===== src/rtl/core/reversed_z_depth_to_meters_macros.svh =====
`ifndef REVERSED_Z_DEPTH_TO_METERS_MACROS_SVH
`define REVERSED_Z_DEPTH_TO_METERS_MACROS_SVH

// Same-cycle implication, disabled while reset is held.
`define RZDM_ASSERT_IMPL(lbl, clk, rst_n, ante, cons, msg) \
    lbl: assert property (@(posedge clk) disable iff (!(rst_n)) (ante) |-> (cons)) \
        else $error(msg);

// Next-cycle implication, disabled while reset is held.
`define RZDM_ASSERT_NEXT(lbl, clk, rst_n, ante, cons, msg) \
    lbl: assert property (@(posedge clk) disable iff (!(rst_n)) (ante) |=> (cons)) \
        else $error(msg);

`endif


===== src/rtl/core/rzdm_pkg.sv =====
package rzdm_pkg;

    localparam logic [31:0] NEAR_RESET = 32'd65536;
    localparam logic [31:0] FAR_RESET  = 32'd655360000;

    // bit patterns of 1.0e-5f (magnitude) and of 1.0f + 1.0e-5f
    localparam logic [30:0] NEG_LIMIT = 31'h3727C5AC;
    localparam logic [31:0] POS_LIMIT = 32'h3F800054;

    localparam logic [31:0] SAT_Q16 = 32'hFFFFFFFF;

    // one divider cell per quotient bit
    localparam int QUO_W = 32;

    localparam logic [0:0] REG_NEAR = 1'b0;
    localparam logic [0:0] REG_FAR  = 1'b1;

    typedef enum logic [1:0] {
        ST_OK     = 2'd0,
        ST_DEPTH  = 2'd1,
        ST_CLIP   = 2'd2,
        ST_METRIC = 2'd3
    } t_status;

    typedef struct packed {
        logic [7:0] red;
        logic [7:0] green;
        logic [7:0] blue;
        logic       last;
    } t_pix;

    typedef struct packed {
        t_pix             pix;
        t_status          status;
        logic             sat;
        logic [62:0]      den;
        logic [63:0]      rem;
        logic [QUO_W-1:0] quo;
        logic [1:0]       bits;
    } t_div_beat;

    typedef struct packed {
        t_pix        pix;
        t_status     status;
        logic [31:0] metres;
    } t_res;

endpackage


===== src/rtl/core/rzdm_div_cell.sv =====
`include "reversed_z_depth_to_meters_macros.svh"

module rzdm_div_cell (
    input  logic                 i_clk,
    input  logic                 i_rst_n,
    input  logic                 i_adv,
    input  logic                 i_valid,
    input  rzdm_pkg::t_div_beat  i_beat,
    output logic                 o_valid,
    output rzdm_pkg::t_div_beat  o_beat
);

    logic                r_valid;
    rzdm_pkg::t_div_beat r_beat;
    rzdm_pkg::t_div_beat n_beat;
    logic [63:0]         rem_sh;
    logic                q_bit;

    // one restoring step: shift in the next dividend bit, try to subtract
    always_comb begin
        rem_sh      = {i_beat.rem[62:0], i_beat.bits[1]};
        q_bit       = rem_sh >= {1'b0, i_beat.den};
        n_beat      = i_beat;
        n_beat.rem  = q_bit ? (rem_sh - {1'b0, i_beat.den}) : rem_sh;
        n_beat.quo  = {i_beat.quo[rzdm_pkg::QUO_W-2:0], q_bit};
        n_beat.bits = {i_beat.bits[0], 1'b0};
    end

    always_ff @(posedge i_clk) begin
        if (!i_rst_n) begin
            r_valid <= 1'b0;
        end else if (i_adv) begin
            r_valid <= i_valid;
        end
    end

    always_ff @(posedge i_clk) begin
        if (i_adv) begin
            r_beat <= n_beat;
        end
    end

    assign o_valid = r_valid;
    assign o_beat  = r_beat;

    `RZDM_ASSERT_IMPL(a_rem_below_den, i_clk, i_rst_n, r_valid && r_beat.status == rzdm_pkg::ST_OK && !r_beat.sat, !r_beat.rem[63] && (r_beat.rem[62:0] < r_beat.den), "partial remainder escaped divisor")

endmodule


===== config.mk =====
export PLATFORM = sky130hd
export DESIGN_NAME = rzdm_div_cell
export DESIGN_NICKNAME = d
export VERILOG_FILES = /design/src/rtl/core/rzdm_pkg.sv /design/src/rtl/core/rzdm_div_cell.sv
export VERILOG_INCLUDE_DIRS = /design/src /design/src/rtl/core
export SDC_FILE = /design/constraint.sdc
export NUM_CORES = 1
export LEC_CHECK = 0
export BUFFER_PORTS_ARGS = -buffer_cell sky130_fd_sc_hd__buf_2
export CORE_ASPECT_RATIO = 0.7
export CORE_MARGIN = 2
export CORE_UTILIZATION = 30
export CTS_CLUSTER_DIAMETER = 150
export DETAILED_ROUTE_END_ITERATION = 8
export GPL_TIMING_DRIVEN = 0
export PLACE_DENSITY = 0.56
export REMOVE_ABC_BUFFERS = 1
export SLEW_MARGIN = 20
export SYNTH_ARGS = -nofsm -noshare
export SYNTH_HDL_FRONTEND = slang
export SYNTH_SLANG_ARGS = --single-unit

===== constraint.sdc =====
create_clock -name i_clk -period 9.7 [get_ports i_clk]
set_clock_uncertainty 0.05 [all_clocks]
set_input_delay 1.455 -clock i_clk [delete_from_list [all_inputs] [get_ports i_clk]]
set_output_delay 1.455 -clock i_clk [all_outputs]
set_load 0.005 [all_outputs]

==> results of run 1 <==
## worst paths after layout
| kind | slack, ns | to | cells after the start | start |
|---|---|---|---|---|
| worst min register to register | 0.48 | o_valid | 2 | o_valid |
| worst max register to register | 9.05 | o_valid | 2 | o_valid |
| worst max-delay path | 4.74 | o_beat[61] | 13 | i_beat[121] |
| worst min-delay path | 0.48 | o_valid | 2 | o_valid |
## metal layers
metal | up-vias | track usage | share of wire | routed length [um]
met1 | 4082 | 0.255 | 0.48 | 15600
li1 | 4255 | - | - | -
met3 | 28 | 0.0546 | 0.089 | 2880
met5 | - | 0 | 0.0016 | 51
met2 | 307 | 0.241 | 0.41 | 13300
met4 | 10 | 0.0463 | 0.016 | 512
## Yosys cell counts, drive strengths merged (2+ instances only)
master	count	area share
edfxtp	188	0.54
or4	2	0.0018
nor4	5	0.0030
and2	2	0.0012
a31o	2	0.0017
a221oi	3	0.0031
a211o	2	0.0017
o211ai	6	0.0043
clkbuf	25	0.0090
xnor2	28	0.023
o21ai	51	0.025
nand4	21	0.013
nor2	91	0.033
xor2	31	0.026
o21bai	14	0.010
a211oi	7	0.0055
or3	2	0.0013
nor3	10	0.0048
nand2	62	0.022
inv	75	0.027
nand3	15	0.0077
a31oi	5	0.0030
nand2b	9	0.0054
ha	63	0.075
a21o	28	0.020
a21oi	133	0.065
a311oi	3	0.0037
buf	16	0.0081
nor2b	9	0.0054
o21a	6	0.0043
and3	6	0.0036
a21boi	4	0.0029
or2	3	0.0018
mux2	14	0.015
o31ai	4	0.0047
## state kept, by name (all words and copies together), names as in the netlist
name and flops:
o_beat 188, o_valid 1
## logic make-up (layout without fill, tap and decap cells)
kind of cell	Yosys count	after routing	share of synthesized area
AOI/OAI and AO/OA	278	278	0.164
xor gates and xnor gates	59	59	0.0494
adders and majority gates	64	64	0.0772
buffers and inverters	116	489	0.0440
DFF	189	189	0.541
muxes	15	15	0.0160
other	1	4	0.000358
and+or+nand+nor	242	242	0.107
## power by group
part	internal, uW	switching [uW]
combinational	222	310
clock	375	369
sequential	1000	18.2
total	1600	697
## per-stage QoR
stage                     hold WS [ns]  std cells  instance area [um2]  setup WS, ns   util
final                            0.482       1812                13500          4.74  0.391
after floorplan                  0.457        923                10300          3.65      -
after global routing             0.549       1810                13500          4.52  0.391
after detailed placement         0.467       1777                12900          4.29  0.373
after CTS                        0.488       1809                13500          4.76  0.391
after global placement           0.443       1774                12800          1.46  0.370
## final cells by class
| type | instances | area (um2) |
|---|---|---|
| fill | 3500 | 21000 |
| sequential | 189 | 5670 |
| multi-input combinational | 659 | 4350 |
| timing repair buffer | 382 | 1990 |
| tap | 472 | 591 |
| clock buffer | 17 | 425 |
| inverter | 75 | 282 |
| clock inverter | 15 | 198 |
| antenna | 3 | 7.51 |
## worst min-delay path, cell delays in order, from the launching register on
cell     delay, ns
dfxtp_1       0.32
mux2i_1       0.12
nor2b_1       0.06
## placed cells by master, fill, tap and decap left out, types with 3 or more instances in the layout
| cell | synthesis | final |
|---|---|---|
| buf_2 | 14 | 378 |
| edfxtp_1 | 188 | 188 |
| a21oi_1 | 132 | 132 |
| nor2_1 | 91 | 91 |
| inv_1 | 75 | 75 |
| ha_1 | 63 | 63 |
| nand2_1 | 62 | 62 |
| xor2_1 | 31 | 31 |
| o21ai_0 | 30 | 30 |
| a21o_1 | 28 | 28 |
| xnor2_1 | 28 | 28 |
| nand4_1 | 21 | 21 |
| o21ai_1 | 20 | 20 |
| clkbuf_16 | 0 | 17 |
| nand3_1 | 14 | 14 |
| o21bai_1 | 14 | 14 |
| mux2_1 | 14 | 14 |
| nor3_1 | 10 | 10 |
| nor2b_1 | 9 | 9 |
| nand2b_1 | 9 | 9 |
| and3_1 | 6 | 6 |
| a211oi_1 | 6 | 6 |
| o211ai_1 | 6 | 6 |
| o21a_1 | 6 | 6 |
| nor4_1 | 5 | 5 |
| a31oi_1 | 5 | 5 |
| clkinv_8 | 0 | 4 |
| diode_2 | 0 | 3 |
| or2_1 | 3 | 3 |
| inv_8 | 0 | 3 |
| clkinv_4 | 0 | 3 |
| inv_6 | 0 | 3 |
| buf_16 | 0 | 3 |
==> out/results.ini, run 1 <==
[synth]
synth_edf_count = 188
synth_warnings = 0
synthArstFlopShare = 0
synth_flop_cell = edfxtp_1
ys_types = 68
ys_ff_latch = 189
ys_seq_area_frac = 0.541
syn_inst = 964
syn_area_mm2 = 0.0105
avgSynthCellArea_um2 = 10.9

[place]
dp_hpwl_um = 25900
numPortBuffers = 379
gp_congestion = 0.875

[sta]
finalMaxSlewViolations = 0
relSlewSlack = 0.498
fin_tns_setup_ns = 0
setup_viol = 0
rsz0062_at_grt = false
fin_crit_sh = 0.511
fmax_ghz = 0.202
layout_min_cycle_time_ns = 4.96
hold_viol = 0
worstMarginPinSlew_ns = 0.754

[clocking]
clock-root-buffer = clkbuf_16
clockBufferDepth = 2
cts_resized = 0
ctsHoldBuffers = 0
post-cts-setup-buffer-count = 0
htree_levels = 4
cts_buffers = 17
clk_latency_ns = 0.45
path_clk_slew_ns = 0.08
clock-sinks = 189
cts_tree = built

[pwr]
p_leak_uw = 0.00590
power_uw = 2300
powerDensity_mw_per_mm2 = 170
peakVddDrop_v = 0.000100

[global_route]
grt_max_degree = 101
antenna_found_initial = 8
overflow = 0
grt_use_total = 0.173
grt_pass1_wl_um = 47600
grt_pass1_vias = 8134

[floorplanning]
rows = 57
coreArea_mm2 = 0.0345
ios = 383
dieArea_mm2 = 0.0364
fp.dieW_um = 227
die_h_um = 160
start_util = 0.303

[route]
firstDrtPassIters = 5
finalWirelength_um = 32300
dr.first_iter.drc_count = 510
ant_nets = 0
avgViaCountPerCell = 4.79
wire_per_inst_um = 17.8
via_count = 8682
drc = 0

[critical_path]
cp_slowest_stage_delay_ns = 0.68
worstPathRequired_ns = 9.84
end_kind = register
worst-path-buf-inv = 4
crit_top_cell = buf_16
worst_path_dominant_cell_family = simple AND/OR/NAND/NOR gates
startpoint_type = input port
slowest_stage = nor4_1
cp_max_fo = 56
worstPathCellList = buf_2 > inv_1 > ha_1 > nand2_1 > nor4_1 > nand4_1 > o21ai_1 > o211ai_1 > nand3_1 > a31o_4 > buf_16 > buf_16 > mux2_1
crit_type = in2reg
arrival_ns = 5.11

[worst_hold_path]
hold_path_class = reg2reg

[flow_run]
cap_violations = 0

[cells_and_area]
area_delta_synth_final_pct = 29.1
layout.nets = 1581
drive_above_1_share = 0.322

[status]
status = complete, no violations

Power figures use the tool's default switching activity.
==> run 2: changes to the inputs <==
--- a/config.mk
+++ b/config.mk
@@ -6,6 +6,7 @@
 export SDC_FILE = /design/constraint.sdc
 export NUM_CORES = 1
 export LEC_CHECK = 0
+export ABC_AREA = 1
 export BUFFER_PORTS_ARGS = -buffer_cell sky130_fd_sc_hd__buf_2
 export CORE_ASPECT_RATIO = 0.7
 export CORE_MARGIN = 2
@@ -13,7 +14,7 @@
 export CTS_CLUSTER_DIAMETER = 150
 export DETAILED_ROUTE_END_ITERATION = 8
 export GPL_TIMING_DRIVEN = 0
-export PLACE_DENSITY = 0.56
+export PLACE_DENSITY = 0.54
 export REMOVE_ABC_BUFFERS = 1
 export SLEW_MARGIN = 20
 export SYNTH_ARGS = -nofsm -noshare
==> constraint.sdc (replaced) <==
create_clock -name i_clk -period 4.6 [get_ports i_clk]
set_clock_uncertainty 0.05 [all_clocks]
set_input_delay 0.69 -clock i_clk [delete_from_list [all_inputs] [get_ports i_clk]]
set_output_delay 0.69 -clock i_clk [all_outputs]
set_load 0.005 [all_outputs]
==> run 2 against run 1 <==
Sequential cell count stayed put. Sequential share of layout area is 6.5 points lower. Critical path type unchanged. Synthesized cell count is 84% higher.
==> out/results.ini, run 2 <==
[global_route]
overflow = 0  ; unchanged
grt_pass1_wl_um = 65700  ; +38%
grt_use_total = 0.199  ; +0.0263
grt_max_degree = 97  ; -4.0%
grt_pass1_vias = 11200  ; +37%
antenna_found_initial = 2  ; -6

[cells_and_area]
seqCellArea_mm2 = 0.00567  ; unchanged
nFillCells = 4497  ; +28%
area_delta_synth_final_pct = 24.0
finalInstanceArea_mm2 = 0.0160  ; +18%
antenna_cells = 0  ; -3
largest_register_ff_count = 188  ; unchanged
mostFrequentLayoutCells = nand2_1 (753), inv_1 (404), buf_2 (378)
drive_above_1_share = 0.214  ; -0.107
multi_input_area_mm2 = 0.00552  ; +27%
fin_util = 0.377  ; -0.0140
layout.nets = 2420  ; +53%
layout_commonest_cell = nand2_1

[synth]
ys_ff_latch = 189  ; unchanged
synth_top_cells_by_count = nand2_1 (753), inv_1 (404), edfxtp_1 (188), nor2_1 (111), nand3_1 (73)
avgSynthCellArea_um2 = 7.25  ; -33%
muxShareOfSynthArea = 0  ; -0.0160
syn_inst = 1777  ; +84%
synth_area_leader_cell = edfxtp_1
synthDominantCellAreaShare = 0.438  ; -0.101
synthSimpleGateAreaFrac = 0.324  ; +0.217
synth_flop_cell = edfxtp_1
synthArstFlopShare = 0  ; unchanged
synth_warnings = 0  ; unchanged
synthAdderAreaFrac = 0.0628  ; -0.0145
ys_types = 34  ; -50%
syn_area_mm2 = 0.0129  ; +23%
synth.most_common_cell = nand2_1
synthTopCellsByArea = edfxtp_1 (44%), nand2_1 (22%), inv_1 (12%)
synthXorXnorAreaFrac = 0.0211  ; -0.0283
synth_top_family_by_area = simple AND/OR/NAND/NOR gates
ys_seq_area_frac = 0.440  ; -0.101
synth_edf_count = 188  ; unchanged
synth-compound-area-share = 0.0207  ; -0.143

[floorplanning]
rows = 63  ; +11%
ios = 383  ; unchanged
fp.dieW_um = 252  ; +11%
coreArea_mm2 = 0.0423  ; +23%
die_h_um = 177  ; +11%
start_util = 0.304  ; +0.00108
dieArea_mm2 = 0.0446  ; +23%

[pwr]
power_uw = 4940  ; +120%
powerDensity_mw_per_mm2 = 310  ; +82%
p_sw_frac = 0.333  ; +0.0298
comb_power_share = 0.268  ; +0.036
power_switching_uw = 1650  ; +140%
seq_power_share = 0.435  ; -0.010
p_clk_frac = 0.297  ; -0.027
p_leak_uw = 0.00892  ; +51%
p_int_uw = 3300  ; +110%
peakVddDrop_v = 0.000279  ; +180%

[critical_path]
r2r-start = o_valid
slowest_stage = nand2_4
crit_top_cell = nand2_2
rr_worst_depth = 2  ; unchanged
cp_max_fo = 67  ; +20%
worst-path-buf-inv = 4  ; unchanged
startpoint_type = input port
rrSetupSlack_ns = 3.90  ; -5.15 ns
worstPathRequired_ns = 4.76  ; -5.08 ns
end_kind = register
worst_path_dominant_cell_family = simple AND/OR/NAND/NOR gates
r2r-end = o_valid
worstPathCellList = buf_2 > inv_1 > ha_1 > fa_1 > inv_1 > nand3_1 > nand2_4 > nand2_2 > nand2_4 > nand2_2 > nand2_2 > nand2_2 > nand3_2 > nand2_2 > nand2_4 > inv_4 > nand2_1 > nand2_1
crit_type = in2reg
arrival_ns = 4.02  ; -1.09 ns
cp_slowest_stage_delay_ns = 0.71  ; +0.03 ns

[place]
numPortBuffers = 379  ; unchanged
gp_congestion = 0.912  ; +4.3%
place_area_mm2 = 0.0154  ; +20%
dp_hpwl_um = 37500  ; +44%

[worst_hold_path]
hold_depth = 1  ; -1
hold_path_class = in2reg
hold_end = o_beat[3]
hold_path_startpoint = i_beat[2]

[clocking]
clock-sinks = 189  ; unchanged
path_clk_slew_ns = 0.08  ; about the same
ctsHoldBuffers = 0  ; unchanged
htree_levels = 4  ; unchanged
post-cts-setup-buffer-count = 0  ; unchanged
clock-root-buffer = clkbuf_16
cts_buffers = 17  ; unchanged
cts_tree = built
cts_resized = 0  ; unchanged
clockBufferDepth = 2  ; unchanged
clk_latency_ns = 0.47  ; +0.02 ns

[sta]
fmax_ghz = 0.259
hold_viol = 0  ; unchanged
worstMarginPinSlew_ns = 0.996  ; +0.242 ns
fin_crit_sh = 0.838
rsz0062_at_grt = false
finalMaxSlewViolations = 0  ; unchanged
relSlewSlack = 0.336  ; -0.162
setup_viol = 0  ; unchanged
fin_tns_setup_ns = 0  ; unchanged
layout_min_cycle_time_ns = 3.86

[route]
avgViaCountPerCell = 4.33  ; -9.6%
finalWirelength_um = 44800  ; +39%
via_count = 11800  ; +36%
ant_nets = 0  ; unchanged
dr.first_iter.drc_count = 758  ; +49%
drc = 0  ; unchanged
wire_per_inst_um = 16.4  ; -7.9%
firstDrtPassIters = 5  ; unchanged

[flow_run]
cap_violations = 0  ; unchanged

[status]
status = complete, no violations

run 2: cell count changes in the layout (fill, tap and decap cells not counted), moves of 18 or more:
cell     delta
nand2_1   +691
a21oi_1    -90
nand3_1    +59
o21ai_1    -19
xnor2_1    -27
o21ai_0    -23
a21o_1     -27
nand3_2    +18
nor2_1     +20
inv_1     +329
run 2: cell families after synthesis:
group | after synthesis
and+or+nand+nor | 1012
DFF | 189
adders and majority gates | 64
AOI/OAI and AO/OA | 52
other | 1
xor gates and xnor gates | 31
buffers and inverters | 428
run 2: power groups by stage:
stage	combinational, uW	clock, uW	sequential, uW
after floorplan	686	0	2220
after global placement	1320	0	2200
after detailed placement	1330	0	2190
after CTS	1340	1530	2150
after global routing	1490	1580	2170
final	1330	1470	2150
run 2: routing by layer:
layer  GRT usage  wire length [um]  up-vias  share of wire
met1       0.307             23600     5302           0.53
met3      0.0483              2780       26          0.062
li1            -                 -     6164              -
met2       0.278             17900      324           0.40
met4      0.0375               450        2          0.010
met5           0                13        -        0.00029
run 2: through the flow:
stage | setup slack [ns] | std cells | hold slack (ns)
final | 0.743 | 2728 | 0.335
after global routing | 0.467 | 2728 | 0.296
after CTS | 0.727 | 2728 | 0.296
after detailed placement | 0.198 | 2696 | 0.490
after global placement | 0.136 | 2694 | 0.481
after floorplan | 1.36 | 1763 | 0.475
run 2: layout make-up:
type / instances / share of cell area
repair buffers: 381 / 0.123
inverters: 414 / 0.0975
flip-flops and latches: 189 / 0.355
clock buffers: 17 / 0.0266
well taps: 552 / 0.0433
multi-input cells: 1160 / 0.346
clock inverters: 15 / 0.00909
run 2: worst max path at each step:
stage,startpoint,endpoint,slack (ns),cells after the start
after floorplan,i_beat[1],o_beat[91],1.36,17
after global placement,i_adv,o_valid,0.14,3
after detailed placement,i_beat[1],o_beat[94],0.20,18
after CTS,i_beat[1],o_beat[94],0.73,18
after global routing,i_beat[1],o_beat[94],0.47,18
final,i_beat[1],o_beat[94],0.74,18
==> run 3: changes to the inputs <==
--- a/config.mk
+++ b/config.mk
@@ -14,7 +14,7 @@
 export CTS_CLUSTER_DIAMETER = 150
 export DETAILED_ROUTE_END_ITERATION = 8
 export GPL_TIMING_DRIVEN = 0
-export PLACE_DENSITY = 0.54
+export PLACE_DENSITY = 0.56
 export REMOVE_ABC_BUFFERS = 1
 export SLEW_MARGIN = 20
 export SYNTH_ARGS = -nofsm -noshare
==> constraint.sdc (replaced) <==
create_clock -name i_clk -period 3.3 [get_ports i_clk]
set_clock_uncertainty 0.05 [all_clocks]
set_input_delay 0.495 -clock i_clk [delete_from_list [all_inputs] [get_ports i_clk]]
set_output_delay 0.495 -clock i_clk [all_outputs]
set_load 0.005 [all_outputs]
==> run 3 against run 2 <==
Sequential power grew 40%. Critical path type unchanged. Via count grew 0.46%. Setup slack got worse by 0.52 ns. Largest cell class unchanged.
==> out/results.ini, run 3 (same netlist as run 2, synthesis figures left out) <==
[status]
status = complete, no violations

[route]
finalWirelength_um = 45400  ; +1.4%
top_layer = met4
met1_length_um = 23700  ; +0.47%
avgViaCountPerCell = 4.35  ; +0.42%
met3_length_um = 2950  ; +6.0%
firstDrtPassIters = 5  ; unchanged
via_count = 11900  ; +0.46%
dr.first_iter.drc_count = 856  ; +13%
ant_nets = 0  ; unchanged
routed-wl-met2_um = 18300  ; +2.1%
drc = 0  ; unchanged
wire_per_inst_um = 16.7  ; +1.3%

[place]
gp_congestion = 0.908  ; -0.52%
dp_hpwl_um = 37800  ; +0.80%
numPortBuffers = 379  ; unchanged
dpl_worst_slack_ns = -0.884  ; -1.08 ns
dp.cells = 2696  ; unchanged

[sta]
setup_viol = 0  ; unchanged
worstMarginPinSlew_ns = 0.590  ; -0.406 ns
finalMaxSlewViolations = 0  ; unchanged
hold_viol = 0  ; unchanged
fin_crit_sh = 0.934
setup_ws_ns = 0.219  ; -0.524 ns
layout_min_cycle_time_ns = 3.08
fin_tns_setup_ns = 0  ; unchanged
fmax_ghz = 0.325
rsz0062_at_grt = false
relSlewSlack = 0.607  ; +0.271

[cells_and_area]
nFillCells = 4597  ; +2.2%
area_delta_synth_final_pct = 24.6
seqCellArea_mm2 = 0.00567  ; unchanged
layout_commonest_cell = nand2_1
multi_input_area_mm2 = 0.00555  ; +0.43%
drive_above_1_share = 0.215  ; +0.000820
layout.nets = 2421  ; +0.041%
fin_util = 0.379  ; +0.00177
antenna_cells = 0  ; unchanged
largest_register_ff_count = 188  ; unchanged
fin_cells = 2729  ; +0.037%
mostFrequentLayoutCells = nand2_1 (753), inv_1 (404), buf_2 (378)

[pwr]
p_sw_frac = 0.332  ; -0.00122
comb_power_share = 0.264  ; -0.004
p_clk_frac = 0.309  ; +0.012
p_int_uw = 4690  ; +42%
powerDensity_mw_per_mm2 = 437  ; +41%
seq_power_share = 0.427  ; -0.008
p_leak_uw = 0.00895  ; +0.34%
peakVddDrop_v = 0.000402  ; +44%
power_switching_uw = 2330  ; +41%

[critical_path]
worstPathRequired_ns = 3.47  ; -1.29 ns
crit_top_cell = nand2_2
worst_path_dominant_cell_family = simple AND/OR/NAND/NOR gates
crit_type = in2reg
cp_slowest_stage_delay_ns = 0.42  ; -0.29 ns
startpoint_type = input port
cp_max_fo = 62  ; -7.5%
worst-path-buf-inv = 4  ; unchanged
worstPathCellList = buf_2 > inv_1 > ha_1 > fa_1 > inv_1 > nand3_1 > nand2_4 > nand2_2 > nand2_4 > nand2_2 > nand2_2 > nand2_2 > nand3_2 > nand2_2 > nand2_8 > clkinv_8 > nand2_1 > nand2_1
arrival_ns = 3.25  ; -0.77 ns
slowest_stage = fa_1
end_kind = register

[floorplanning]
dieArea_mm2 = 0.0446  ; unchanged
die_h_um = 177  ; unchanged
fp.dieW_um = 252  ; unchanged
start_util = 0.304  ; unchanged
ios = 383  ; unchanged
rows = 63  ; unchanged
coreArea_mm2 = 0.0423  ; unchanged

[global_route]
antenna_found_initial = 0  ; -2
overflow = 0  ; unchanged
grt_max_degree = 79  ; -19%
grt_use_total = 0.201  ; +0.00128
grt_pass1_wl_um = 66800  ; +1.6%
grt_pass1_vias = 11400  ; +2.2%

[clocking]
ctsHoldBuffers = 0  ; unchanged
clock-root-buffer = clkbuf_16
clockBufferDepth = 2  ; unchanged
clock-sinks = 189  ; unchanged
cts_buffers = 17  ; unchanged
path_clk_slew_ns = 0.09  ; about the same
post-cts-setup-buffer-count = 0  ; unchanged
htree_levels = 4  ; unchanged
clk_latency_ns = 0.47  ; about the same
cts_tree = built

[flow_run]
cap_violations = 0  ; unchanged

[worst_hold_path]
hold_path_class = in2reg

run 3: cell types whose count changed in the layout (fill, tap and decap cells not counted):
| cell | delta |
|---|---|
| inv_6 | -3 |
| inv_8 | +3 |
| clkinv_8 | +2 |
| a21oi_1 | -1 |
| a21oi_2 | +1 |
| bufinv_16 | +1 |
| clkinv_2 | -1 |
| clkinvlp_4 | -1 |
| inv_4 | -1 |
| nand2_8 | +1 |
run 3: metrics by stage:
stage	power, uW	hold slack (ns)	area (um2)
CTS	7110	0.0970	16000
floorplan	4050	0.475	12700
detailed placement	4900	0.483	15400
global placement	4900	0.481	15300
finish	7020	0.131	16000
global route	7420	0.101	16000
run 3: layer usage:
layer / track usage / vias to the layer above
met5: 0 / -
met4: 0.0424 / 0
met3: 0.0493 / 25
met2: 0.280 / 288
met1: 0.307 / 5387
li1: - / 6172
run 3: timing repair:
| action | CTS | global route |
|---|---|---|
| pin swaps | 0 | 1 |
| gates resized for setup | 2 | 3 |
| setup endpoints to repair | 62 | 58 |
| gates cloned | 0 | 1 |
run 3: final timing paths:
kind / cells past startpoint / endpoint / slack, ns / from
worst max register to register: 2 / o_valid / 2.60 / o_valid
worst max-delay path: 18 / o_beat[94] / 0.22 / i_beat[1]
worst min register to register: 2 / o_valid / 0.51 / o_valid
worst min-delay path: 1 / o_beat[33] / 0.13 / i_beat[32]
run 3: worst register-to-register path, cell delays in order (launching register included):
cell and delay, ns:
dfxtp_1 0.32, o21ai_0 0.16, a21oi_1 0.05
run 3: power by group through the flow:
stage | clock network [uW] | registers (uW) | logic [uW]
after global routing | 2310 | 3030 | 2080
final | 2170 | 3000 | 1850
after CTS | 2250 | 3000 | 1860
after detailed placement | 0 | 3050 | 1850
after global placement | 0 | 3060 | 1830
after floorplan | 0 | 3100 | 957
run 3: cell type report:
cell class | instances | area share
clock inverters | 15 | 0.0116
repair buffers | 381 | 0.122
well taps | 552 | 0.0431
inverters | 414 | 0.0976
clock buffers | 17 | 0.0265
flip-flops and latches | 189 | 0.353
multi-input cells | 1161 | 0.346
