**config.mk**
```make
export PLATFORM = sky130hd
export DESIGN_NAME = rzdm_back_flat
export DESIGN_NICKNAME = d
export VERILOG_FILES = /design/src/rtl/core/rzdm_pkg.sv /design/src/rtl/core/rzdm_out_if.sv /design/src/rtl/core/rzdm_back.sv /design/src/flat_wrapper.sv
export VERILOG_INCLUDE_DIRS = /design/src /design/src/rtl/core
export SDC_FILE = /design/constraint.sdc
export NUM_CORES = 1
export LEC_CHECK = 0
export BUFFER_PORTS_ARGS = -buffer_cell sky130_fd_sc_hd__buf_2
export CAP_MARGIN = 15
export CELL_PAD_IN_SITES_DETAIL_PLACEMENT = 1
export CELL_PAD_IN_SITES_GLOBAL_PLACEMENT = 1
export CORE_MARGIN = 4
export CORE_UTILIZATION = 42
export DETAILED_ROUTE_END_ITERATION = 8
export GPL_TIMING_DRIVEN = 1
export PLACE_DENSITY = 0.92
export SYNTH_ARGS = -nofsm -noshare
export SYNTH_HDL_FRONTEND = slang
export SYNTH_SLANG_ARGS = --single-unit
```
**constraint.sdc**
```tcl
create_clock -name i_clk -period 12.69 [get_ports i_clk]
set_clock_uncertainty 0.1 [all_clocks]
set_input_delay 2.538 -clock i_clk [delete_from_list [all_inputs] [get_ports i_clk]]
set_output_delay 2.538 -clock i_clk [all_outputs]
set_load 0.02 [all_outputs]
```
**src/rtl/core/reversed_z_depth_to_meters_macros.svh**
```systemverilog
`ifndef REVERSED_Z_DEPTH_TO_METERS_MACROS_SVH
`define REVERSED_Z_DEPTH_TO_METERS_MACROS_SVH

// Same-cycle implication, disabled while reset is held.
`define RZDM_ASSERT_IMPL(lbl, clk, rst_n, ante, cons, msg) \
    lbl: assert property (@(posedge clk) disable iff (!(rst_n)) (ante) |-> (cons)) \
        else $error(msg);

// Next-cycle implication, disabled while reset is held.
`define RZDM_ASSERT_NEXT(lbl, clk, rst_n, ante, cons, msg) \
    lbl: assert property (@(posedge clk) disable iff (!(rst_n)) (ante) |=> (cons)) \
        else $error(msg);

`endif

```
**src/rtl/core/rzdm_pkg.sv**
```systemverilog
package rzdm_pkg;

    localparam logic [31:0] NEAR_RESET = 32'd65536;
    localparam logic [31:0] FAR_RESET  = 32'd655360000;

    // bit patterns of 1.0e-5f (magnitude) and of 1.0f + 1.0e-5f
    localparam logic [30:0] NEG_LIMIT = 31'h3727C5AC;
    localparam logic [31:0] POS_LIMIT = 32'h3F800054;

    localparam logic [31:0] SAT_Q16 = 32'hFFFFFFFF;

    // one divider cell per quotient bit
    localparam int QUO_W = 32;

    localparam logic [0:0] REG_NEAR = 1'b0;
    localparam logic [0:0] REG_FAR  = 1'b1;

    typedef enum logic [1:0] {
        ST_OK     = 2'd0,
        ST_DEPTH  = 2'd1,
        ST_CLIP   = 2'd2,
        ST_METRIC = 2'd3
    } t_status;

    typedef struct packed {
        logic [7:0] red;
        logic [7:0] green;
        logic [7:0] blue;
        logic       last;
    } t_pix;

    typedef struct packed {
        t_pix             pix;
        t_status          status;
        logic             sat;
        logic [62:0]      den;
        logic [63:0]      rem;
        logic [QUO_W-1:0] quo;
        logic [1:0]       bits;
    } t_div_beat;

    typedef struct packed {
        t_pix        pix;
        t_status     status;
        logic [31:0] metres;
    } t_res;

endpackage

```
**src/rtl/core/rzdm_out_if.sv**
```systemverilog
interface rzdm_out_if;
    logic        valid;
    logic        ready;
    logic [7:0]  red_out;
    logic [7:0]  green_out;
    logic [7:0]  blue_out;
    logic [31:0] depth_metres;
    logic [1:0]  status;
    logic        last_out;

    modport source (
        output valid, red_out, green_out, blue_out, depth_metres, status, last_out,
        input  ready
    );
    modport sink (
        input  valid, red_out, green_out, blue_out, depth_metres, status, last_out,
        output ready
    );
endinterface

```
**src/rtl/core/rzdm_back.sv**
```systemverilog
`include "reversed_z_depth_to_meters_macros.svh"

module rzdm_back (
    input  logic                 i_clk,
    input  logic                 i_rst_n,
    input  logic                 i_valid,
    input  rzdm_pkg::t_div_beat  i_beat,
    output logic                 o_adv,
    rzdm_out_if.source           o_pix
);

    logic            r_out_v;
    rzdm_pkg::t_res  r_out;
    logic            r_skid_v;
    rzdm_pkg::t_res  r_skid;

    logic            n_out_v;
    rzdm_pkg::t_res  n_out;
    logic            n_skid_v;
    rzdm_pkg::t_res  n_skid;

    rzdm_pkg::t_res  res;
    logic            rnd;
    logic            take;
    logic            inc;

    // round to nearest, ties up: 2*rem >= den
    always_comb begin
        rnd        = {i_beat.rem[62:0], 1'b0} >= {1'b0, i_beat.den};
        res.pix    = i_beat.pix;
        res.status = i_beat.status;
        if (i_beat.status != rzdm_pkg::ST_OK) begin
            res.metres = '0;
        end else if (i_beat.sat || (&i_beat.quo && rnd)) begin
            res.metres = rzdm_pkg::SAT_Q16;
        end else begin
            res.metres = i_beat.quo + 32'(rnd);
        end
    end

    assign o_adv = !r_skid_v;
    assign take  = r_out_v && o_pix.ready;
    assign inc   = i_valid && !r_skid_v;

    always_comb begin
        n_out_v  = r_out_v;
        n_out    = r_out;
        n_skid_v = r_skid_v;
        n_skid   = r_skid;
        if (r_skid_v) begin
            if (take) begin
                n_out    = r_skid;
                n_skid_v = 1'b0;
            end
        end else if (!r_out_v || take) begin
            n_out_v = inc;
            n_out   = res;
        end else if (inc) begin
            n_skid_v = 1'b1;
            n_skid   = res;
        end
    end

    always_ff @(posedge i_clk) begin
        if (!i_rst_n) begin
            r_out_v  <= 1'b0;
            r_skid_v <= 1'b0;
        end else begin
            r_out_v  <= n_out_v;
            r_skid_v <= n_skid_v;
        end
    end

    always_ff @(posedge i_clk) begin
        r_out  <= n_out;
        r_skid <= n_skid;
    end

    assign o_pix.valid        = r_out_v;
    assign o_pix.red_out      = r_out.pix.red;
    assign o_pix.green_out    = r_out.pix.green;
    assign o_pix.blue_out     = r_out.pix.blue;
    assign o_pix.depth_metres = r_out.metres;
    assign o_pix.status       = r_out.status;
    assign o_pix.last_out     = r_out.pix.last;

    `RZDM_ASSERT_IMPL(a_skid_behind_out, i_clk, i_rst_n, r_skid_v, r_out_v, "skid beat without output beat")
    `RZDM_ASSERT_NEXT(a_skid_drains, i_clk, i_rst_n, r_skid_v && o_pix.ready, !r_skid_v && r_out_v, "skid beat not moved on")
    `RZDM_ASSERT_IMPL(a_zero_on_fault, i_clk, i_rst_n, r_out_v && r_out.status != rzdm_pkg::ST_OK, r_out.metres == '0, "faulted beat carries a depth")

endmodule

```
**src/flat_wrapper.sv**
```systemverilog
// flat-port wrapper written by rule: the top's interface ports become plain ports
module rzdm_back_flat 
  (i_clk, i_rst_n, i_valid, i_beat, o_adv, o_pix_valid, o_pix_red_out, o_pix_green_out, o_pix_blue_out, o_pix_depth_metres, o_pix_status, o_pix_last_out, o_pix_ready);
  rzdm_out_if o_pix_i ();
  input  logic i_clk;
  input  logic i_rst_n;
  input  logic i_valid;
  input  rzdm_pkg::t_div_beat i_beat;
  output logic o_adv;
  output wire logic [$bits(o_pix_i.valid)-1:0] o_pix_valid;
  output wire logic [$bits(o_pix_i.red_out)-1:0] o_pix_red_out;
  output wire logic [$bits(o_pix_i.green_out)-1:0] o_pix_green_out;
  output wire logic [$bits(o_pix_i.blue_out)-1:0] o_pix_blue_out;
  output wire logic [$bits(o_pix_i.depth_metres)-1:0] o_pix_depth_metres;
  output wire logic [$bits(o_pix_i.status)-1:0] o_pix_status;
  output wire logic [$bits(o_pix_i.last_out)-1:0] o_pix_last_out;
  input wire logic [$bits(o_pix_i.ready)-1:0] o_pix_ready;
  assign o_pix_valid = o_pix_i.valid;
  assign o_pix_red_out = o_pix_i.red_out;
  assign o_pix_green_out = o_pix_i.green_out;
  assign o_pix_blue_out = o_pix_i.blue_out;
  assign o_pix_depth_metres = o_pix_i.depth_metres;
  assign o_pix_status = o_pix_i.status;
  assign o_pix_last_out = o_pix_i.last_out;
  assign o_pix_i.ready = o_pix_ready;
  rzdm_back u_core (.i_clk(i_clk), .i_rst_n(i_rst_n), .i_valid(i_valid), .i_beat(i_beat), .o_adv(o_adv), .o_pix(o_pix_i));
endmodule
```
==> results.json, run 1 <==
{
  "setup.worst_path.start_class": "input port",
  "cts_made_buffers": 17,
  "hold_depth": 1,
  "final.setup.tns_ns": 0,
  "port-buffer-count": 250,
  "rrSetupSlack_ns": 10.15,
  "synth.mux.area_fraction_pct": 4.31,
  "dieArea_um2": 18900,
  "nets": 1106,
  "synth_compound_area_share_pct": 13.5,
  "cts_num_sinks": 120,
  "syn_avg_cell_area_um2": 11.7,
  "postCtsSetupRepairBufs": 0,
  "synth_xor_area_share_pct": 3.60,
  "status": "finished clean",
  "core_um2": 16500,
  "initial_core_util_pct": 42.7,
  "post_dp_cell_area_um2": 8500,
  "path_buf_inv": 1,
  "reg2reg_depth": 4,
  "cts_hold_buffers": 0,
  "synth_enable_flop_cells": 118,
  "multiInputGateArea_um2": 3090,
  "syn_area_um2": 7050,
  "r2r-end": "u_core.o_pix.depth_metres[2]",
  "powerDensity_nw_per_um2": 129,
  "wl_per_cell_um": 19.6,
  "ys_async_sr_fraction_pct": 0,
  "yosys_most_used_dff": "edfxtp_1",
  "post-route-period-util_pct": 50.7,
  "drt-total-wl_um": 21200,
  "grt_max_degree": 68,
  "max_slew_margin_pct": 34.2,
  "drv_cap": 0,
  "arrival_ns": 6.44,
  "final-instance-count-excl-fill": 1083,
  "post-place-ws_ns": 5.80,
  "drtAntennaViolNets": 0,
  "cellLeakagePower_uw": 0.00404,
  "synth.top_cell.area_share_pct": 50.3,
  "peakVddDrop_mv": 0.0741,
  "min_period_ns": 6.44,
  "drv_slew": 0,
  "vias_per_cell": 5.33,
  "yosysWarningCount": 0,
  "grt_antenna_before_repair": 7,
  "synth_top_family_by_area": "compound AO/OA/AOI/OAI gates",
  "cp-end-kind": "flop",
  "setup_ws_ns": 6.25,
  "whs_endpoint": "u_core.o_pix.green_out[2]",
  "crit_family": "simple AND/OR/NAND/NOR gates",
  "hp-start": "u_core.r_skid[45]",
  "cts.repair.resized": 0,
  "fmax_mhz": 155,
  "synthCells": 600,
  "hold_class": "reg2reg",
  "setup_viol_count_final": 0,
  "synth_fa_ha_area_share_pct": 11.5,
  "grt_usage_pct": 21.9,
  "crit_path_max_incr_delay_ns": 0.67,
  "yosys_register_bits": 120,
  "synthToLayoutAreaGrowth_pct": 29.1,
  "clkLatencyLatePin_ns": 0.41,
  "rsz0062_at_grt": "no",
  "crit_chain": "buf_2, ha_1, nand4_1, nor4_1, nand4_1, or3_1, o22a_1, nand2_1, ha_1, ha_1, nand4_1, nor2_1, nand3_1, xor2_1, a311oi_2",
  "row_count": 47,
  "die_w_um": 138,
  "drc_errors": 0,
  "path_clk_slew_ns": 0.06,
  "yosysUniqueCellTypes": 49,
  "place_inst": 1049,
  "detail_route.first_pass.iterations": 4,
  "cts-root-buf": "clkbuf_16",
  "crit_fanout": 9,
  "hold_violations": 0,
  "grt_remaining_overflow": 0,
  "synthSimpleGateAreaFrac_pct": 10.7,
  "place_hpwl_um": 16200,
  "cp.required_ns": 12.70,
  "vias": 5767,
  "slowest_stage": "nor2_1",
  "r2r-start": "u_core.r_skid_v",
  "tritoncts": "done",
  "power_uw": 1170,
  "drtIter0Drc": 280,
  "fill_cells": 1808,
  "syn-num-nets": 858,
  "final_area_um2": 9100,
  "cts_buffer_depth": 2,
  "setup.worst_path.class": "in2reg",
  "worst_pin_slew_ns": 0.987,
  "top_level_ports": 254,
  "drive_gt1_share_pct": 40.9,
  "synth_largest_area_cell": "edfxtp_1",
  "ys_seq_area_share_pct": 50.8,
  "place.gp.congestion": 0.830,
  "ctsHtreeMaxLevel": 4,
  "grt_pass1_vias": 6234,
  "die_y_um": 138,
  "regArea_um2": 3580,
  "grt_pass1_wl_um": 31800,
  "yosys-top-cells-area": "edfxtp_1 50%, ha_1 12%, a311oi_2 6.0%, mux2_2 4.3%, a21oi_1 4.0%"
}
## worst max-delay path by stage
stage                start                            end  slack, ns  depth (start not counted)
6_report        i_beat[80]  u_core.o_pix.depth_metres[18]       6.25                         15
5_1_grt        i_beat[145]  u_core.o_pix.depth_metres[18]       5.89                         16
4_1_cts         i_beat[80]  u_core.o_pix.depth_metres[18]       6.16                         15
3_5_place_dp    i_beat[80]  u_core.o_pix.depth_metres[18]       5.80                         15
3_3_place_gp   i_beat[160]  u_core.o_pix.depth_metres[30]       5.86                         16
2_1_floorplan      i_valid               u_core.r_skid[0]       5.09                          2
## worst reg2reg max path, stage by stage, from the launching register on
cell	delay [ns]
dfxtp_1	0.32
inv_2	0.05
buf_4	0.63
and2_2	0.96
a311oi_1	0.16
## Yosys cell counts (all sizes together), types with 3 or more instances
cell type  instances
inv               68
nor3               4
clkbuf            16
and3               8
a21oi             56
o21ai              8
mux2              27
and2               3
and4               6
buf               11
nor2              43
ha                65
xnor2              5
nand3             20
nand2             33
a21o               6
xor2              24
a311oi            32
edfxtp           118
nand4             18
## where the power goes
| part | internal [µW] | switching, µW |
|---|---|---|
| combinational | 81.3 | 128 |
| clock | 294 | 186 |
| sequential | 473 | 9.88 |
| total | 849 | 324 |
## routing by layer
metal	up-vias	track usage [%]	routed length, µm
li1	2736	-	-
met1	2759	22.8	7790
met2	227	41.5	11300
met3	33	7.67	1750
met4	12	5.60	247
met5	-	0	82
## cell families after synthesis
logic type	after synthesis
AO/OA/AOI/OAI	118
XOR/XNOR	29
flip-flops	120
adder cells (fa/ha/maj)	65
AND/OR/NAND/NOR	146
buffers and inverters	95
multiplexers	27
## sequential cells by signal (all words and copies together) (netlist names)
signal and flops:
u_core.o_pix.status 2, u_core.o_pix.depth_metres 32, u_core.r_skid_v 1, u_core.r_skid 59, u_core.o_pix.blue_out 8, u_core.o_pix.last_out 1
u_core.o_pix.valid 1, u_core.o_pix.red_out 8, u_core.o_pix.green_out 8
## through the flow
stage | hold slack, ns | util [%]
global route | 0.464 | 55.0
finish | 0.454 | 55.1
detailed placement | 0.435 | 51.5
global placement | 0.426 | 51.5
floorplan | 0.423 | -
CTS | 0.452 | 55.0
## final cells by class
class | instances | area share (%)
Timing Repair Buffer | 256 | 14.2
Antenna cell | 2 | 0.0550
Tap cell | 220 | 3.03
Multi-Input combinational cell | 385 | 34.0
Clock buffer | 18 | 4.72
Inverter | 68 | 2.81
Clock inverter | 14 | 1.77
Sequential cell | 120 | 39.4
## layout by cell type, fill, tap and decap left out, types with 4 or more instances in the layout
cell,count
buf_2,250
edfxtp_1,118
inv_1,67
ha_1,65
a21oi_1,56
nor2_1,43
nand2_1,33
a311oi_2,28
mux2_2,27
xor2_1,24
nand3_1,20
nand4_1,18
clkbuf_16,17
and3_1,8
o21ai_0,7
and4_1,6
inv_6,6
buf_4,6
a21o_1,5
xnor2_1,5
nor3_1,4
a311oi_1,4
Power figures use the tool's default switching activity.
==> run 2, diff against run 1 <==
- ABC_AREA: not set -> 1
- CORE_UTILIZATION: 42 -> 34
- PLACE_DENSITY: 0.92 -> 0.82
- clock period: 12.69 -> 5.3 ns (I/O delays scaled with it)
==> run 2 against run 1 <==
Against the previous run: synthesized cell count up 45%; clock power up 140%; sequential share of layout area shrank 2.7 points; clock-buffer cell count is the same; total power increased by 140%; cell count increased by 31%; sequential power increased by 140%; first-iteration DRC count shrank 4.3%; setup slack got worse by 4.9 ns; global-route usage down 4.8 points; register-to-register slack worse by 6.9 ns; highest routed layer unchanged.
==> results.json, run 2 <==
{
  "status": "finished clean",
  "arrival_ns": 4.03,
  "syn_avg_cell_area_um2": 8.76,
  "crit_path_max_incr_delay_ns": 0.29,
  "path_clk_slew_ns": 0.06,
  "crit_family": "simple AND/OR/NAND/NOR gates",
  "drive_gt1_share_pct": 30.5,
  "cts_buffer_depth": 2,
  "drv_cap": 0,
  "setup.worst_path.class": "in2reg",
  "yosysUniqueCellTypes": 31,
  "yosysWarningCount": 0,
  "cts-root-buf": "clkbuf_16",
  "whs_ns": 0.418,
  "slowest_stage": "ha_1",
  "clkLatencyLatePin_ns": 0.40,
  "final-instance-count-excl-fill": 1414,
  "ys_async_sr_fraction_pct": 0,
  "crit_fanout": 3,
  "powerDensity_nw_per_um2": 285,
  "layout_common_cells": "270 x nand2_1, 250 x buf_2, 152 x inv_1",
  "setup_viol_count_final": 0,
  "rsz0062_at_grt": "no",
  "largest_reg_flops": 59,
  "syn-num-nets": 1130,
  "syn_area_um2": 7640,
  "nets": 1380,
  "drt-total-wl_um": 21600,
  "drtAntennaViolNets": 0,
  "synth.top_cell.area_share_pct": 46.4,
  "row_count": 54,
  "synth_largest_area_cell": "edfxtp_1",
  "antenna_cells": 0,
  "worst_pin_slew_ns": 0.811,
  "peakVddDrop_mv": 0.193,
  "cts_made_buffers": 17,
  "synth_enable_flop_cells": 118,
  "drv_slew": 0,
  "grt_usage_pct": 17.1,
  "grt_remaining_overflow": 0,
  "min_period_ns": 3.97,
  "synthToLayoutAreaGrowth_pct": 28.1,
  "fin_util_pct": 44.6,
  "setup.worst_path.start_class": "input port",
  "initial_core_util_pct": 34.8,
  "cp.required_ns": 5.36,
  "grt_max_degree": 63,
  "fill_cells": 2672,
  "cts.repair.resized": 0,
  "fmax_mhz": 252,
  "vias": 6623,
  "synthCells": 872,
  "grt_antenna_before_repair": 3,
  "cp-end-kind": "flop",
  "grt_pass1_vias": 7149,
  "tritoncts": "done",
  "cellLeakagePower_uw": 0.00513,
  "grt_pass1_wl_um": 34200,
  "ctsHtreeMaxLevel": 4,
  "setup_ws_ns": 1.33,
  "final.setup.tns_ns": 0,
  "postCtsSetupRepairBufs": 0,
  "place.gp.congestion": 0.872,
  "hold_violations": 0,
  "cts_num_sinks": 120,
  "max_slew_margin_pct": 45.7,
  "ys_seq_area_share_pct": 46.9,
  "yosys-top-cells-area": "edfxtp_1 46%, nand2_1 13%, ha_1 11%, inv_1 7.5%, nand3_2 4.1%",
  "yosys.cell_count.top_type": "nand2_1",
  "ys_top_cells_by_count": "270 x nand2_1, 153 x inv_1, 118 x edfxtp_1",
  "final_common_cell": "nand2_1",
  "drc_errors": 0,
  "port-buffer-count": 250,
  "post-place-ws_ns": 0.857,
  "die_y_um": 158,
  "top_level_ports": 254,
  "cts_hold_buffers": 0,
  "drtIter0Drc": 268,
  "multiInputGateArea_um2": 3350,
  "dieArea_um2": 24900,
  "yosys_most_used_dff": "edfxtp_1",
  "hold_class": "reg2reg",
  "place_inst": 1383,
  "max_flop_register": "u_core.r_skid",
  "die_w_um": 158,
  "vias_per_cell": 4.68,
  "place_hpwl_um": 17300,
  "path_buf_inv": 4,
  "regArea_um2": 3580,
  "detail_route.first_pass.iterations": 6,
  "wl_per_cell_um": 15.2,
  "core_um2": 22000,
  "yosys_register_bits": 120,
  "post-route-period-util_pct": 74.9
}
-- run 2: final cells by class --
| cell class | count | share of cell area (%) |
|---|---|---|
| Timing Repair Buffer | 256 | 13.2 |
| Inverter | 157 | 6.02 |
| Tap cell | 280 | 3.58 |
| Sequential cell | 120 | 36.6 |
| Clock buffer | 18 | 4.39 |
| Multi-Input combinational cell | 570 | 34.3 |
| Clock inverter | 13 | 1.84 |
-- run 2: worst min-delay path: cells and delay by family, from the launching register on --
family / cells / cell delay (ns)
DFF: 1 / 0.31
and+or+nand+nor: 2 / 0.10
-- run 2: routing by layer --
layer	global-route usage [%]	vias to the layer above	share of wire (%)
li1	-	3307	-
met1	19.7	3099	41
met2	31.6	190	51
met3	5.33	21	7.9
met4	2.87	6	0.74
met5	0	-	0.16
-- run 2: where the power goes --
| part | leakage [µW] | total (µW) | internal [µW] | switching [µW] |
|---|---|---|---|---|
| combinational | 0.00365 | 481 | 175 | 306 |
| clock | 0.000292 | 1170 | 780 | 393 |
| sequential | 0.00119 | 1140 | 1120 | 16.9 |
-- run 2: final timing paths --
kind / from / endpoint / slack (ns) / cells past startpoint
worst max register to register: u_core.r_skid_v / u_core.r_skid[6] / 3.21 / 4
worst min register to register: u_core.r_skid[17] / u_core.o_pix.depth_metres[17] / 0.42 / 2
worst max-delay path: i_beat[153] / u_core.o_pix.depth_metres[26] / 1.33 / 25
worst min-delay path: u_core.r_skid[17] / u_core.o_pix.depth_metres[17] / 0.42 / 2
-- run 2: per-stage QoR --
step / cell area (µm²) / power [µW]
2_1_floorplan: 7640 / 1430
3_3_place_gp: 9180 / 1620
3_5_place_dp: 9180 / 1640
4_1_cts: 9780 / 2830
5_1_grt: 9780 / 2930
6_report: 9780 / 2790
-- run 2: kinds of logic (layout without fill, tap and decap cells) --
kind of cell / count (synthesis) / count (layout) / share of synthesized area, %
DFF: 120 / 120 / 46.9
and+or+nand+nor: 439 / 439 / 27.2
buffers and inverters: 182 / 444 / 9.43
AOI/OAI and AO/OA: 36 / 36 / 2.42
xor gates and xnor gates: 30 / 30 / 3.44
adders and majority gates: 65 / 65 / 10.6
==> run 3, diff against run 2 <==
- ABC_AREA: 1 -> 0
- CORE_UTILIZATION: 34 -> 39
- PLACE_DENSITY: 0.82 -> 0.87
- clock period: 5.3 -> 4.11 ns (I/O delays scaled with it)
==> run 3 against run 2 <==
Against the previous run: sequential cell count is the same; core utilization grew 9.5 points; critical path depth shrank 7; via count shrank 11%; clock power grew 39%; global-route usage grew 3.8 points; die area shrank 19%; register-to-register slack lost 1.6 ns; combinational power grew 41%; highest routed layer is now met4.
==> results.json, run 3 (synthesis results as in run 1) <==
{
  "path_buf_inv": 4,
  "core_um2": 17500,
  "drt-total-wl_um": 21500,
  "powerDensity_nw_per_um2": 403,
  "topRoutingLayerUsed": "met4",
  "post_dp_cell_area_um2": 8690,
  "arrival_ns": 3.97,
  "fill_cells": 1934,
  "setup.worst_path.start_class": "input port",
  "wl_per_cell_um": 19.3,
  "peakVddDrop_mv": 0.390,
  "max_flop_register": "u_core.r_skid",
  "wl_met3_um": 1710,
  "drc_errors": 0,
  "layout_common_cells": "251 x buf_2, 118 x edfxtp_1, 67 x inv_1",
  "clkLatencyLatePin_ns": 0.41,
  "dieArea_um2": 20300,
  "final_common_cell": "buf_2",
  "met2_length_um": 10900,
  "power.share.sequential_pct": 39.3,
  "cts_buffer_depth": 2,
  "post-route-period-util_pct": 96.4,
  "setup.worst_path.class": "in2reg",
  "synthToLayoutAreaGrowth_pct": 33.9,
  "drv_cap": 0,
  "row_count": 48,
  "wl_met1_um": 8260,
  "drtIter0Drc": 241,
  "drv_slew": 0,
  "grt_max_degree": 65,
  "cts_made_buffers": 17,
  "cts_hold_buffers": 0,
  "hold_violations": 0,
  "drtAntennaViolNets": 0,
  "path_clk_slew_ns": 0.06,
  "grt_usage_pct": 20.9,
  "grt_antenna_before_repair": 2,
  "crit_path_max_incr_delay_ns": 0.33,
  "grt_pass1_vias": 6594,
  "crit_top_cell": "nand4_1",
  "largest_reg_flops": 59,
  "top_level_ports": 254,
  "switching_share_pct": 26.0,
  "setup_viol_count_final": 0,
  "crit_chain": "buf_2, inv_1, ha_1, nand4_1, nor4_2, buf_4, nand4_1, or3_1, o22a_1, nand2_2, ha_4, ha_4, nand4_1, nor2_4, buf_2, nand4_1, xor2_1, a311oi_2",
  "grt_remaining_overflow": 0,
  "crit_fanout": 4,
  "crit_family": "simple AND/OR/NAND/NOR gates",
  "final.setup.tns_ns": 0,
  "drive_gt1_share_pct": 43.6,
  "cts-root-buf": "clkbuf_16",
  "nets": 1130,
  "vias_per_cell": 5.27,
  "status": "finished clean",
  "switching_power_uw": 990,
  "post-place-ws_ns": -0.432,
  "tritoncts": "done",
  "grt_pass1_wl_um": 33500,
  "clkPwrFrac_pct": 43.0,
  "whs_ns": 0.444,
  "place_hpwl_um": 16600,
  "vias": 5865,
  "min_period_ns": 3.96,
  "slowest_stage": "or3_1",
  "cellLeakagePower_uw": 0.00420,
  "cp-end-kind": "flop",
  "final_area_um2": 9440,
  "cp.required_ns": 4.12,
  "p_int_uw": 2810,
  "worst_pin_slew_ns": 0.979,
  "setup_ws_ns": 0.150,
  "fmax_mhz": 253,
  "detail_route.first_pass.iterations": 4,
  "place.gp.congestion": 0.782,
  "port-buffer-count": 250,
  "ctsHtreeMaxLevel": 4,
  "power_frac_comb_pct": 17.8,
  "hold_class": "reg2reg",
  "die_y_um": 142,
  "cts_num_sinks": 120,
  "power_uw": 3800,
  "initial_core_util_pct": 40.3,
  "max_slew_margin_pct": 34.5,
  "die_w_um": 142
}
-- run 3: cell types whose count changed in the layout (fill, tap and decap cells not counted), moves of 5 or more --
cell	previous run	this run
and4_1	0	6
nand3_1	52	20
and3_1	0	8
nand4_1	13	18
xnor2_1	10	5
nand3_2	31	0
buf_4	6	27
mux2_2	0	27
nand2_1	270	32
a311oi_2	0	29
a21oi_1	26	56
inv_1	152	67
-- run 3: cell type report --
class                   count  area [µm²]  area share [%]
diodes                      3        7.51          0.0795
flip-flops and latches    120        3580            38.0
well taps                 225         282            2.98
multi-input cells         385        3170            33.6
repair buffers            280        1490            15.8
inverters                  68         255            2.70
clock inverters            14         221            2.35
clock buffers              18         429            4.55
-- run 3: routing by layer --
layer	global-route usage [%]	vias to the layer above
li1	-	2782
met1	22.9	2785
met4	8.50	0
met3	5.58	43
met2	38.3	255
met5	0	-
-- run 3: repair_timing --
action | in CTS | in global routing
pin swaps | 0 | 6
hold endpoints to repair | 0 | 0
setup endpoints to repair | 2 | 20
resized for setup | 1 | 13
cloned | 0 | 1
setup buffers | 0 | 1
-- run 3: worst register-to-register path: cells and delay by family, from the launching register on --
kind / cells / cell delay, ns
buffers and inverters: 1 / 0.55
DFF: 1 / 0.59
AOI/OAI and AO/OA: 1 / 0.90
-- run 3: path summary, 6_finish.rpt --
kind	to	start	slack (ns)	cells past startpoint
worst max-delay path	u_core.o_pix.depth_metres[16]	i_beat[143]	0.15	18
worst min-delay path	u_core.o_pix.blue_out[3]	u_core.r_skid[38]	0.44	1
worst max register to register	u_core.o_pix.depth_metres[17]	u_core.r_skid_v	1.60	2
worst min register to register	u_core.o_pix.blue_out[3]	u_core.r_skid[38]	0.44	1
-- run 3: metrics by stage --
step	utilization (%)	cells
2_1_floorplan	-	600
3_3_place_gp	49.7	1076
3_5_place_dp	49.7	1076
4_1_cts	53.5	1108
5_1_grt	54.0	1111
6_report	54.0	1113
-- run 3: power by group through the flow --
stage | Combinational [µW] | Clock (µW) | Sequential [µW]
after floorplan | 281 | 0 | 1620
after global placement | 640 | 0 | 1510
after detailed placement | 672 | 0 | 1520
after CTS | 677 | 1660 | 1490
after global routing | 743 | 1730 | 1500
final | 676 | 1630 | 1490
